===== config.mk =====
export PLATFORM = sky130hd
export DESIGN_NAME = ngpcd_ctrl
export DESIGN_NICKNAME = d
export VERILOG_FILES = /design/src/rtl/core/ngpcd_pkg.sv /design/src/rtl/core/ngpcd_ctrl.sv
export SDC_FILE = /design/constraint.sdc
export NUM_CORES = 1
export LEC_CHECK = 0
export BUFFER_PORTS_ARGS = -buffer_cell sky130_fd_sc_hd__buf_2
export CAP_MARGIN = 20
export CORE_MARGIN = 2
export CORE_UTILIZATION = 25
export CTS_CLUSTER_DIAMETER = 50
export DETAILED_ROUTE_END_ITERATION = 8
export GPL_ROUTABILITY_DRIVEN = 0
export HOLD_SLACK_MARGIN = 0.02
export PLACE_DENSITY_LB_ADDON = 0.12
export SYNTH_ARGS = -nofsm -noshare
export SYNTH_HDL_FRONTEND = slang
export SYNTH_SLANG_ARGS = --single-unit

===== constraint.sdc =====
create_clock -name i_clk -period 1.6 [get_ports i_clk]
set_clock_uncertainty 0.15 [all_clocks]
set_input_delay 0 -clock i_clk [delete_from_list [all_inputs] [get_ports i_clk]]
set_output_delay 0 -clock i_clk [all_outputs]
set_load 0.1 [all_outputs]

===== src/rtl/core/ngpcd_pkg.sv =====
// ----------------------------------------------------------------------------
// ngpcd_pkg: shared types for the NGP charge deposition block
// Opcodes, status codes, config register indexes, payload and control structs.
// ----------------------------------------------------------------------------
package ngpcd_pkg;

    // Config register indexes
    localparam logic [2:0] CFG_SCALE_X     = 3'd0;
    localparam logic [2:0] CFG_SCALE_Y     = 3'd1;
    localparam logic [2:0] CFG_FRAME_SHIFT = 3'd2;
    localparam logic [2:0] CFG_GRID_WIDTH  = 3'd3;
    localparam logic [2:0] CFG_GRID_HEIGHT = 3'd4;

    localparam int CFG_IDX_W  = 3;
    localparam int CFG_DATA_W = 24;

    typedef enum logic [1:0] {
        OP_CLEAR   = 2'd0,
        OP_DEPOSIT = 2'd1,
        OP_READ    = 2'd2,
        OP_NOP     = 2'd3
    } t_ngp_op;

    typedef enum logic [1:0] {
        STS_OK        = 2'd0,
        STS_OUTSIDE   = 2'd1,
        STS_SATURATED = 2'd2
    } t_ngp_status;

    typedef struct packed {
        logic [1:0]         operation;
        logic [27:0]        position_x;
        logic [27:0]        position_y;
        logic signed [23:0] particle_weight;
        logic [11:0]        read_index;
    } t_ngp_in;

    typedef struct packed {
        logic signed [31:0] cell_value;
        logic [1:0]         status;
    } t_ngp_out;

    typedef struct packed {
        logic [23:0] scale_x;
        logic [23:0] scale_y;
        logic [15:0] frame_shift;
        logic [6:0]  grid_width;
        logic [6:0]  grid_height;
    } t_ngp_cfg;

    typedef enum logic [2:0] {
        ST_IDLE,
        ST_CLEAR,
        ST_MULX,
        ST_MULY,
        ST_LOCATE,
        ST_FETCH,
        ST_UPDATE,
        ST_REPORT
    } t_ngp_state;

    // What the result register captures
    typedef enum logic [1:0] {
        RES_ZERO,
        RES_OUTSIDE,
        RES_SUM,
        RES_CELL
    } t_res_kind;

    typedef struct packed {
        logic      load;
        logic      mul_x;
        logic      mul_y;
        logic      locate;
        logic      mem_rd;
        logic      acc_wr;
        logic      clr_wr;
        logic      emit;
        t_res_kind res_kind;
    } t_ngp_cmd;

    typedef struct packed {
        t_ngp_op op;
        logic    outside;
        logic    clr_last;
    } t_ngp_stat;

endpackage


===== src/rtl/core/ngpcd_ctrl.sv =====
// ----------------------------------------------------------------------------
// ngpcd_ctrl: sequencing controller
// Walks each operation through the datapath steps and issues commands.
// ----------------------------------------------------------------------------
module ngpcd_ctrl (
    input  logic                 i_clk,
    input  logic                 i_rst_n,
    input  logic                 start,
    input  ngpcd_pkg::t_ngp_op   i_op,
    input  ngpcd_pkg::t_ngp_stat i_stat,
    output logic                 busy,
    output ngpcd_pkg::t_ngp_cmd  o_cmd
);

    ngpcd_pkg::t_ngp_state r_state, n_state;
    logic                  r_clr_report, n_clr_report;

    always_ff @(posedge i_clk) begin
        if (!i_rst_n) begin
            r_state      <= ngpcd_pkg::ST_CLEAR;  // power-on sweep
            r_clr_report <= 1'b0;
        end else begin
            r_state      <= n_state;
            r_clr_report <= n_clr_report;
        end
    end

    assign busy = (r_state != ngpcd_pkg::ST_IDLE);

    // Next state
    always_comb begin
        n_state      = r_state;
        n_clr_report = r_clr_report;
        unique case (r_state)
            ngpcd_pkg::ST_IDLE: begin
                if (start) begin
                    unique case (i_op)
                        ngpcd_pkg::OP_CLEAR: begin
                            n_state      = ngpcd_pkg::ST_CLEAR;
                            n_clr_report = 1'b1;
                        end
                        ngpcd_pkg::OP_DEPOSIT: n_state = ngpcd_pkg::ST_MULX;
                        ngpcd_pkg::OP_READ:    n_state = ngpcd_pkg::ST_LOCATE;
                        default:               n_state = ngpcd_pkg::ST_IDLE;
                    endcase
                end
            end
            ngpcd_pkg::ST_CLEAR: begin
                if (i_stat.clr_last) begin
                    n_state      = ngpcd_pkg::ST_IDLE;
                    n_clr_report = 1'b0;
                end
            end
            ngpcd_pkg::ST_MULX:   n_state = ngpcd_pkg::ST_MULY;
            ngpcd_pkg::ST_MULY:   n_state = ngpcd_pkg::ST_LOCATE;
            ngpcd_pkg::ST_LOCATE: n_state = ngpcd_pkg::ST_FETCH;
            ngpcd_pkg::ST_FETCH: begin
                if (i_stat.outside) begin
                    n_state = ngpcd_pkg::ST_IDLE;
                end else if (i_stat.op == ngpcd_pkg::OP_DEPOSIT) begin
                    n_state = ngpcd_pkg::ST_UPDATE;
                end else begin
                    n_state = ngpcd_pkg::ST_REPORT;
                end
            end
            ngpcd_pkg::ST_UPDATE: n_state = ngpcd_pkg::ST_IDLE;
            ngpcd_pkg::ST_REPORT: n_state = ngpcd_pkg::ST_IDLE;
            default:              n_state = ngpcd_pkg::ST_IDLE;
        endcase
    end

    // Command outputs
    always_comb begin
        o_cmd          = '0;
        o_cmd.res_kind = ngpcd_pkg::RES_ZERO;
        unique case (r_state)
            ngpcd_pkg::ST_IDLE: begin
                o_cmd.load = start;
                // unused opcode answers at once
                o_cmd.emit = start && (i_op == ngpcd_pkg::OP_NOP);
            end
            ngpcd_pkg::ST_CLEAR: begin
                o_cmd.clr_wr = 1'b1;
                o_cmd.emit   = i_stat.clr_last && r_clr_report;
            end
            ngpcd_pkg::ST_MULX:   o_cmd.mul_x  = 1'b1;
            ngpcd_pkg::ST_MULY:   o_cmd.mul_y  = 1'b1;
            ngpcd_pkg::ST_LOCATE: o_cmd.locate = 1'b1;
            ngpcd_pkg::ST_FETCH: begin
                o_cmd.mem_rd   = !i_stat.outside;
                o_cmd.emit     = i_stat.outside;
                o_cmd.res_kind = ngpcd_pkg::RES_OUTSIDE;
            end
            ngpcd_pkg::ST_UPDATE: begin
                o_cmd.acc_wr   = 1'b1;
                o_cmd.emit     = 1'b1;
                o_cmd.res_kind = ngpcd_pkg::RES_SUM;
            end
            ngpcd_pkg::ST_REPORT: begin
                o_cmd.emit     = 1'b1;
                o_cmd.res_kind = ngpcd_pkg::RES_CELL;
            end
            default: o_cmd = '0;
        endcase
    end

endmodule


==> impl_metrics.py, run 1 <==
metrics = {
    "outcome": {
        "outcome": "finished, final reports clean",
    },
    "sta": {
        "crit_share_post_route_pct": 94.91,
        "slew_headroom_pct": 68.06,
        "setup-violations-final": 0,
        "tightestPinTransition_ns": 0.4824,
        "maxClockFrequency_ghz": 0.6585,
        "final_hold_viol_count": 0,
        "clock_period_minus_worst_slack_ns": 1.519,
        "slew_violations": 0,
        "setup_repair_after_global_routing_missed_its_margin": "false",
    },
    "placed_design": {
        "hpwlAfterDp_um": 764.3,
        "post-place-cells": 80,
        "place_area_sq_um": 605.6,
        "io_buffer_count": 19,
    },
    "detailed_routing": {
        "drt-initial-drc-count": 3,
        "wire_per_inst_um": 11.56,
        "drt_pass1_iterations": 2,
        "vias": 421,
        "detail_route.wirelength_um": 1006,
        "route.detailed.vias_per_inst": 4.839,
        "route.detailed.drc": 0,
        "antenna_violating_nets_post_route": 0,
    },
    "synthesis": {
        "netlist.top_cell.by_area": "dfxtp_1",
        "netlist.area_leader.share_pct": 22.30,
        "synth.net_count": 57,
        "synth_edf_count": 0,
        "yosys_warnings": 0,
        "synth-main-ff-cell": "dfxtp_1",
        "postSynth.asyncResetShare_pct": 0,
        "postSynthRegisterBits": 4,
        "postSynthCellCount": 48,
        "synth.area.top_cells": "dfxtp_1, buf_6, inv_1",
        "synthDistinctLibCells": 30,
        "synth_seq_area_share_pct": 22.30,
        "mappedNetlistArea_sq_um": 359.1,
        "avgSynthCellArea_sq_um": 7.481,
    },
    "floorplanning": {
        "initial_utilization_pct": 27.26,
        "design.die.area_sq_mm": 0.001756,
        "std_cell_rows": 13,
        "die_h_um": 41.90,
        "die_width_um": 41.90,
        "core_area_sq_mm": 0.001318,
        "design.portCount": 20,
    },
    "cells_and_area": {
        "drive_gt1_share_pct": 52.78,
        "final_standard_cell_count_with_taps_included_and_fillers_excluded": 87,
        "finish.instance_area_sq_um": 683.2,
        "number_of_fill_cells_in_the_layout": 131,
        "area_growth_pct": 90.24,
        "finish.net_count": 83,
        "n_antenna_cell": 0,
    },
    "clocking": {
        "cts.reportedPaths.clkPinSlew_ns": 0.04,
        "latest_clock_arrival_within_the_worst_skew_pair_ns": 0.23,
        "h-tree-depth": 1,
        "clock_tree_from_tritoncts": "yes",
        "cts_max_path_buffers": 2,
        "cts_root_buffer": "clkbuf_4",
        "clkSinkCount": 4,
        "cts-buffers-inserted": 3,
    },
    "setup_path": {
        "critPathKind": "register to output pin",
        "startpoint_type": "register",
        "setup_slack_on_the_worst_flop_to_flop_path_ns": 0.34,
        "critical_path_peak_fanout": 9,
        "endpoint_kind": "output pin",
        "cp_data_required_time_ns": 1.45,
        "worstPathArrival_ns": 1.37,
    },
    "global_route": {
        "overflow": 0,
        "globalRouteMet1Util_pct": 17.83,
        "global_route.peak_usage_layer": "met1",
        "grt_antenna_before_repair": 0,
        "grt_start_max_net_pins": 15,
        "track_usage_pct": 12.57,
        "met2_usage_grt_pct": 17.50,
        "grt_pass1_wl_um": 1759,
        "met3_grt_util_pct": 3.043,
        "number_of_global_route_vias_before_repair": 417,
    },
    "power": {
        "vdd_drop_max_mv": 0.3709,
        "power_per_cell_area_mw_per_mm2": 678.6,
        "power.static_leakage_nw": 0.3173,
        "fin_total_pwr_uw": 463.6,
    },
    "hold_path": {
        "hold_class": "input port to register",
    },
    "run": {
        "maxCapViolCount": 0,
    },
}
## area by class of cell
type	instances	area [sq um]	area share (%)
clock buffer	3	22.52	3.297
inverter	8	32.53	4.762
multi-input combinational	34	247.7	36.26
sequential	4	91.34	13.37
tap	15	18.77	2.747
timing repair buffer	23	270.3	39.56
## flip-flops by register name, indices dropped and copies added (netlist names)
name          cells
r_clr_report      1
r_state           3
## layer usage
layer	up-vias	routed length, um	part of all wire (%)
li1	215	-	-
met1	195	504	50
met2	11	459	46
met3	0	42	4.2
met4	0	0	0
met5	-	0	0
## placed cells by master, fill, tap and decap left out, types with 2 or more instances in the layout
cell type,instances
dfxtp_4,3
nor3_2,2
o21ai_0,2
a21oi_1,3
inv_1,6
and2_2,2
nor2_1,2
dlygate4sd3_1,4
buf_12,9
clkbuf_4,3
and3_1,2
buf_2,10
nor2b_1,3
## metrics by stage
| stage | TNS [ns] | setup slack, ns | utilization, % | hold WS, ns |
|---|---|---|---|---|
| floorplan | -2.447 | -0.6527 | - | -0.05755 |
| global placement | 0 | 0.1697 | 45.96 | 0.09902 |
| detailed placement | 0 | 0.1611 | 45.96 | 0.1023 |
| CTS | 0 | 0.009544 | 50.90 | 0.04258 |
| global route | 0 | 0.01977 | 51.85 | 0.02315 |
| finish | 0 | 0.08140 | 51.85 | 0.05018 |
## synth_stat cells (all sizes together), types with 2 or more instances
library cell / number
and3: 2
buf: 2
nor3: 2
o21ai: 3
and2: 2
dfxtp: 4
nor2b: 3
inv: 8
a21oi: 4
nor2: 3
## power by group
| group | internal (mW) | switching, mW |
|---|---|---|
| Combinational | 0.0805 | 0.137 |
| Clock | 0.0839 | 0.0414 |
| Sequential | 0.105 | 0.0151 |
## what timing repair did
| item | in CTS | in global routing |
|---|---|---|
| endpoints found under the hold margin | 4 | 0 |
| setup buffers | 0 | 0 |
| setup endpoints to repair | 2 | 3 |
| gates cloned | 0 | 0 |
| hold buffers | 4 | 0 |
| resized for setup | 2 | 4 |
## critical path: stages, from the launching register on
cell and delay [ns]:
dfxtp_4 0.41, inv_4 0.06, or3_4 0.39, inv_1 0.10
buf_12 0.18
## path summary, 6_finish.rpt
path / from / endpoint / depth (start not counted)
setup / recovery: r_state[0] / o_cmd[7] / 4
setup reg to reg: r_state[2] / r_state[0] / 3
hold reg to reg: r_clr_report / r_clr_report / 2
hold / removal: i_stat[2] / r_state[0] / 4
## logic make-up after synthesis
kind of cell	Yosys count	synth area share [%]
AOI/OAI and AO/OA	14	26.83
DFF	4	22.30
and+or+nand+nor	19	31.36
buffers and inverters	10	15.33
muxes	1	4.180
Power figures use the tool's default switching activity.
==> run 2, diff against run 1 <==
CORE_MARGIN = not set   (was 2)
REMOVE_ABC_BUFFERS = 1   (was not set)
==> run 2 against run 1 <==
Against the previous run: count of clock-buffer cells in the layout unchanged; utilization is 0.28 points higher; register-to-register slack about the same; cell area is 0.55% higher; sequential power hardly changed; critical path type unchanged; highest routed layer unchanged.
==> impl_metrics.py, run 2 (synthesis gave the netlist of run 1 again) <==
metrics = {
    "outcome": {
        "outcome": "finished, final reports clean",
    },
    "global_route": {
        "track_usage_pct": 15.59,
        "number_of_global_route_vias_before_repair": 410,
        "global_route.peak_usage_layer": "met2",
        "met2_usage_grt_pct": 25.00,
        "grt_start_max_net_pins": 15,
        "met3_grt_util_pct": 0,
        "globalRouteMet1Util_pct": 21.19,
        "grt_pass1_wl_um": 1676,
        "grt_antenna_before_repair": 0,
        "overflow": 0,
    },
    "setup_path": {
        "endpoint_kind": "output pin",
        "worstPathArrival_ns": 1.38,
        "cp_top_delay_family": "compound AO/OA/AOI/OAI gates",
        "regToRegStartpoint": "r_state[2]",
        "critical_path_peak_fanout": 14,
        "startpoint_type": "register",
        "cp_data_required_time_ns": 1.45,
        "worst-r2r-cell-count": 3,
        "critPathKind": "register to output pin",
        "setup_slack_on_the_worst_flop_to_flop_path_ns": 0.34,
        "worst_path_max_delay_cell": "dfxtp_2",
        "timing.critical_path.cells": "nor2_1 -> a32oi_1 -> o211ai_1 -> buf_12",
        "worstPathBufferInverterCount": 1,
        "reg2reg_to": "r_state[0]",
        "crit_path_max_incr_delay_ns": 0.37,
    },
    "detailed_routing": {
        "wire_per_inst_um": 11.44,
        "drt_pass1_iterations": 3,
        "drt-initial-drc-count": 7,
        "detail_route.wirelength_um": 995,
        "antenna_violating_nets_post_route": 0,
        "route.detailed.drc": 0,
        "route.detailed.vias_per_inst": 4.759,
        "vias": 414,
    },
    "hold_path": {
        "hold_start": "i_op[1]",
        "hold-path-endpoint": "r_state[1]",
        "holdPathStages": 4,
        "hold_class": "input port to register",
    },
    "clocking": {
        "clock_tree_from_tritoncts": "yes",
        "clkSinkCount": 4,
        "cts-buffers-inserted": 3,
        "postCtsSetupRepairBufs": 0,
        "cts_root_buffer": "clkbuf_4",
        "cts_max_path_buffers": 2,
        "latest_clock_arrival_within_the_worst_skew_pair_ns": 0.23,
        "h-tree-depth": 1,
        "cts.reportedPaths.clkPinSlew_ns": 0.04,
    },
    "sta": {
        "maxClockFrequency_ghz": 0.6515,
        "tightestPinTransition_ns": 0.3754,
        "final_hold_viol_count": 0,
        "clock_period_minus_worst_slack_ns": 1.535,
        "setup_repair_after_global_routing_missed_its_margin": "true",
        "crit_share_post_route_pct": 95.93,
        "slew_violations": 0,
        "layout_setup_ws_ns": 0.06507,
        "slew_headroom_pct": 74.78,
        "setup-violations-final": 0,
    },
    "placed_design": {
        "io_buffer_count": 19,
        "placement.setup.worst_slack_ns": 0.1677,
        "hpwlAfterDp_um": 784.4,
    },
    "floorplanning": {
        "std_cell_rows": 13,
        "initial_utilization_pct": 27.26,
        "design.portCount": 20,
        "design.die.area_sq_mm": 0.001592,
        "die_h_um": 39.90,
        "core_area_sq_mm": 0.001318,
        "die_width_um": 39.90,
    },
    "power": {
        "vdd_drop_max_mv": 0.3526,
        "power_per_cell_area_mw_per_mm2": 697.2,
        "power.static_leakage_nw": 0.3178,
        "power.sequential.fraction_pct": 25.5,
        "switching_share_pct": 40.95,
        "power.internal_uw": 282.8,
        "p_switching_uw": 196.1,
        "comb_power_share_pct": 48.3,
        "power.clock.fraction_pct": 26.3,
    },
    "cells_and_area": {
        "n_antenna_cell": 0,
        "finish.net_count": 83,
        "largestRegisters": "r_state: 3 flops, r_clr_report: 1 flops",
        "finalCoreUtilization_pct": 52.14,
        "number_of_flip_flops_in_the_largest_register": 3,
        "final_cell_mix": "buf_12, buf_2, inv_1",
        "mostFrequentLayoutCell": "buf_12",
        "number_of_fill_cells_in_the_layout": 137,
        "reg_with_most_ffs": "r_state",
        "area_growth_pct": 91.29,
        "drive_gt1_share_pct": 48.61,
    },
    "run": {
        "maxCapViolCount": 0,
    },
}
run 2: cell count changes in the layout (fill, tap and decap cells not counted), sizes merged:
cell         previous run  this run
dlygate4sd3             4         3
buf                    19        20
run 2: per-stage QoR:
step	hold WS [ns]	total power, mW	area, sq um	instances	TNS [ns]
global placement	0.09630	0.3462	623.1	81	0
finish	0.02657	0.4789	686.9	87	0
global route	0.03722	0.5072	686.9	87	-0.02846
floorplan	-0.05755	0.2589	336.6	46	-6.786
detailed placement	0.09813	0.3466	623.1	81	0
CTS	0.02044	0.4855	683.2	87	0
run 2: routing by layer:
metal	up-vias	part of all wire (%)
met5	-	0
met4	0	0
met3	0	3.4
met2	11	46
met1	187	50
li1	216	-
run 2: layout make-up:
type / instances / area (sq um) / share of cell area (%)
clock buffers: 3 / 22.52 / 3.279
repair buffers: 23 / 297.8 / 43.35
inverters: 8 / 32.53 / 4.736
flip-flops and latches: 4 / 86.33 / 12.57
well taps: 15 / 18.77 / 2.732
multi-input cells: 34 / 229.0 / 33.33
run 2: worst max-delay path by stage:
stage,startpoint,end,cells after the start
finish,r_state[2],o_cmd[2],4
global route,r_state[2],o_cmd[2],4
CTS,r_state[1],o_cmd[7],4
detailed placement,r_state[0],o_cmd[7],4
global placement,r_state[0],o_cmd[7],4
floorplan,r_state[0],r_clr_report,2
run 2: repair_timing:
item,CTS,global route
cloned,0,0
hold buffers,3,0
endpoints found under the setup margin,3,2
gates resized for setup,3,2
endpoints found under the hold margin,4,0
run 2: tightest hold or removal path: cells and delay by family:
| family | cells | cell delay, ns |
|---|---|---|
| compound gates | 2 | 0.19 |
| simple gates | 1 | 0.05 |
| buf+inv | 1 | 0.12 |
run 2: power by group through the flow:
stage                     Sequential (mW)  Combinational, mW  Clock [mW]
after floorplan                     0.118              0.141           0
after global placement              0.122              0.225           0
after detailed placement            0.122              0.225           0
after CTS                           0.122              0.232       0.132
after global routing                0.123              0.244       0.140
final                               0.122              0.231       0.126
==> run 3, diff against run 2 <==
GPL_TIMING_DRIVEN = 1   (was not set)
PLACE_DENSITY_LB_ADDON = 0.1   (was 0.12)
==> run 3 against run 2 <==
Against the previous run: worst hold slack barely moved; total power rose by 1.2%; die area is the same; sequential power about the same; cell area increased by 2.4%; fmax decreased by 1.3%; cell count stayed put; count of clock-buffer cells in the layout unchanged; utilization grew 1.2 points; critical path depth unchanged; via count is 2.4% higher.
==> impl_metrics.py, run 3 (synthesis gave the netlist of run 1 again) <==
metrics = {
    "cells_and_area": {
        "n_antenna_cell": 0,
        "number_of_fill_cells_in_the_layout": 133,
        "drive_gt1_share_pct": 50.00,
        "finish.net_count": 83,
        "largestRegisters": "r_state: 3 flops, r_clr_report: 1 flops",
        "final_cell_mix": "buf_12, buf_2, inv_1",
        "area_growth_pct": 95.82,
        "number_of_flip_flops_in_the_largest_register": 3,
        "multi_input_area_sq_um": 237.7,
        "finalCoreUtilization_pct": 53.37,
        "seqCellArea_sq_um": 88.84,
        "reg_with_most_ffs": "r_state",
        "mostFrequentLayoutCell": "buf_12",
    },
    "setup_path": {
        "cp_data_required_time_ns": 1.45,
        "critPathKind": "register to output pin",
        "critical_path_peak_fanout": 14,
        "crit_path_max_incr_delay_ns": 0.38,
        "timing.critical_path.cells": "nor2_2 -> a32oi_1 -> o211ai_1 -> clkbuf_16",
        "startpoint_type": "register",
        "worstPathArrival_ns": 1.40,
        "endpoint_kind": "output pin",
        "worst_path_max_delay_cell": "dfxtp_4",
    },
    "clocking": {
        "latest_clock_arrival_within_the_worst_skew_pair_ns": 0.23,
        "clkSinkCount": 4,
        "cts_max_path_buffers": 2,
        "postCtsSetupRepairBufs": 0,
        "cts-buffers-inserted": 3,
        "cts.reportedPaths.clkPinSlew_ns": 0.04,
        "h-tree-depth": 1,
        "cts_root_buffer": "clkbuf_4",
        "clock_tree_from_tritoncts": "yes",
    },
    "sta": {
        "crit_share_post_route_pct": 97.15,
        "final.hold.worst_slack_ns": 0.02609,
        "setup-violations-final": 0,
        "maxClockFrequency_ghz": 0.6433,
        "setup_total_negative_slack_ns": 0,
        "tightestPinTransition_ns": 0.3569,
        "clock_period_minus_worst_slack_ns": 1.554,
        "slew_violations": 0,
        "final_hold_viol_count": 0,
        "slew_headroom_pct": 76.02,
    },
    "floorplanning": {
        "std_cell_rows": 13,
        "core_area_sq_mm": 0.001318,
        "die_h_um": 39.90,
        "design.die.area_sq_mm": 0.001592,
        "die_width_um": 39.90,
        "design.portCount": 20,
        "initial_utilization_pct": 27.26,
    },
    "detailed_routing": {
        "route.detailed.vias_per_inst": 4.874,
        "drt-initial-drc-count": 2,
        "antenna_violating_nets_post_route": 0,
        "detail_route.wirelength_um": 1048,
        "vias": 424,
        "wire_per_inst_um": 12.05,
        "route.detailed.drc": 0,
        "drt_pass1_iterations": 4,
    },
    "outcome": {
        "outcome": "finished, final reports clean",
    },
    "hold_path": {
        "hold_class": "input port to register",
    },
    "power": {
        "vdd_drop_max_mv": 0.3269,
        "fin_total_pwr_uw": 484.8,
        "power.static_leakage_nw": 0.3230,
        "power_per_cell_area_mw_per_mm2": 689.4,
    },
    "placed_design": {
        "io_buffer_count": 19,
        "hpwlAfterDp_um": 762.5,
    },
    "run": {
        "maxCapViolCount": 0,
    },
    "global_route": {
        "number_of_global_route_vias_before_repair": 379,
        "grt_start_max_net_pins": 15,
        "track_usage_pct": 14.43,
        "overflow": 0,
        "grt_pass1_wl_um": 1559,
        "grt_antenna_before_repair": 0,
    },
}
-- run 3: report_power, final --
part	internal (mW)	total (mW)	switching, mW
sequential	0.107	0.123	0.0160
clock	0.0841	0.127	0.0432
combinational	0.0944	0.235	0.140
-- run 3: repair_timing --
action	in CTS	in global routing
hold endpoints to repair	4	0
resized for setup	3	6
endpoints found under the setup margin	3	3
pin swaps	0	1
hold buffers	3	0
-- run 3: critical path, delay by kind of cell, from the launching register on --
family          cells  cell delay [ns]
simple gates        1             0.13
buf+inv             1             0.26
flops               1             0.38
compound gates      2             0.39
-- run 3: per-layer routing --
metal	share of wire, %	track usage [%]	vias to the layer above
li1	-	-	217
met4	0	5.172	0
met2	48	20.97	16
met5	0	0	-
met3	5.9	3.409	0
met1	46	20.20	191
-- run 3: final cells by class --
class / count / area share (%)
timing repair buffer: 23 / 43.06
multi-input combinational: 34 / 33.81
tap: 15 / 2.669
inverter: 8 / 4.626
sequential: 4 / 12.63
clock buffer: 3 / 3.203
-- run 3: path summary, 6_finish.rpt --
kind           startpoint           end  slack (ns)  depth (start not counted)
max reg2reg    r_state[0]  r_clr_report        0.35                          3
max            r_state[2]      o_cmd[2]        0.05                          4
min               i_op[1]    r_state[1]        0.03                          4
min reg2reg  r_clr_report  r_clr_report        0.42                          2
-- run 3: per-stage QoR --
stage	worst slack, ns	cell area, sq um	std cells
2_1_floorplan	-1.834	336.6	46
3_3_place_gp	0.1791	623.1	81
3_5_place_dp	0.1693	623.1	81
4_1_cts	0.008388	683.2	87
5_1_grt	-0.006319	703.2	87
6_report	0.04562	703.2	87
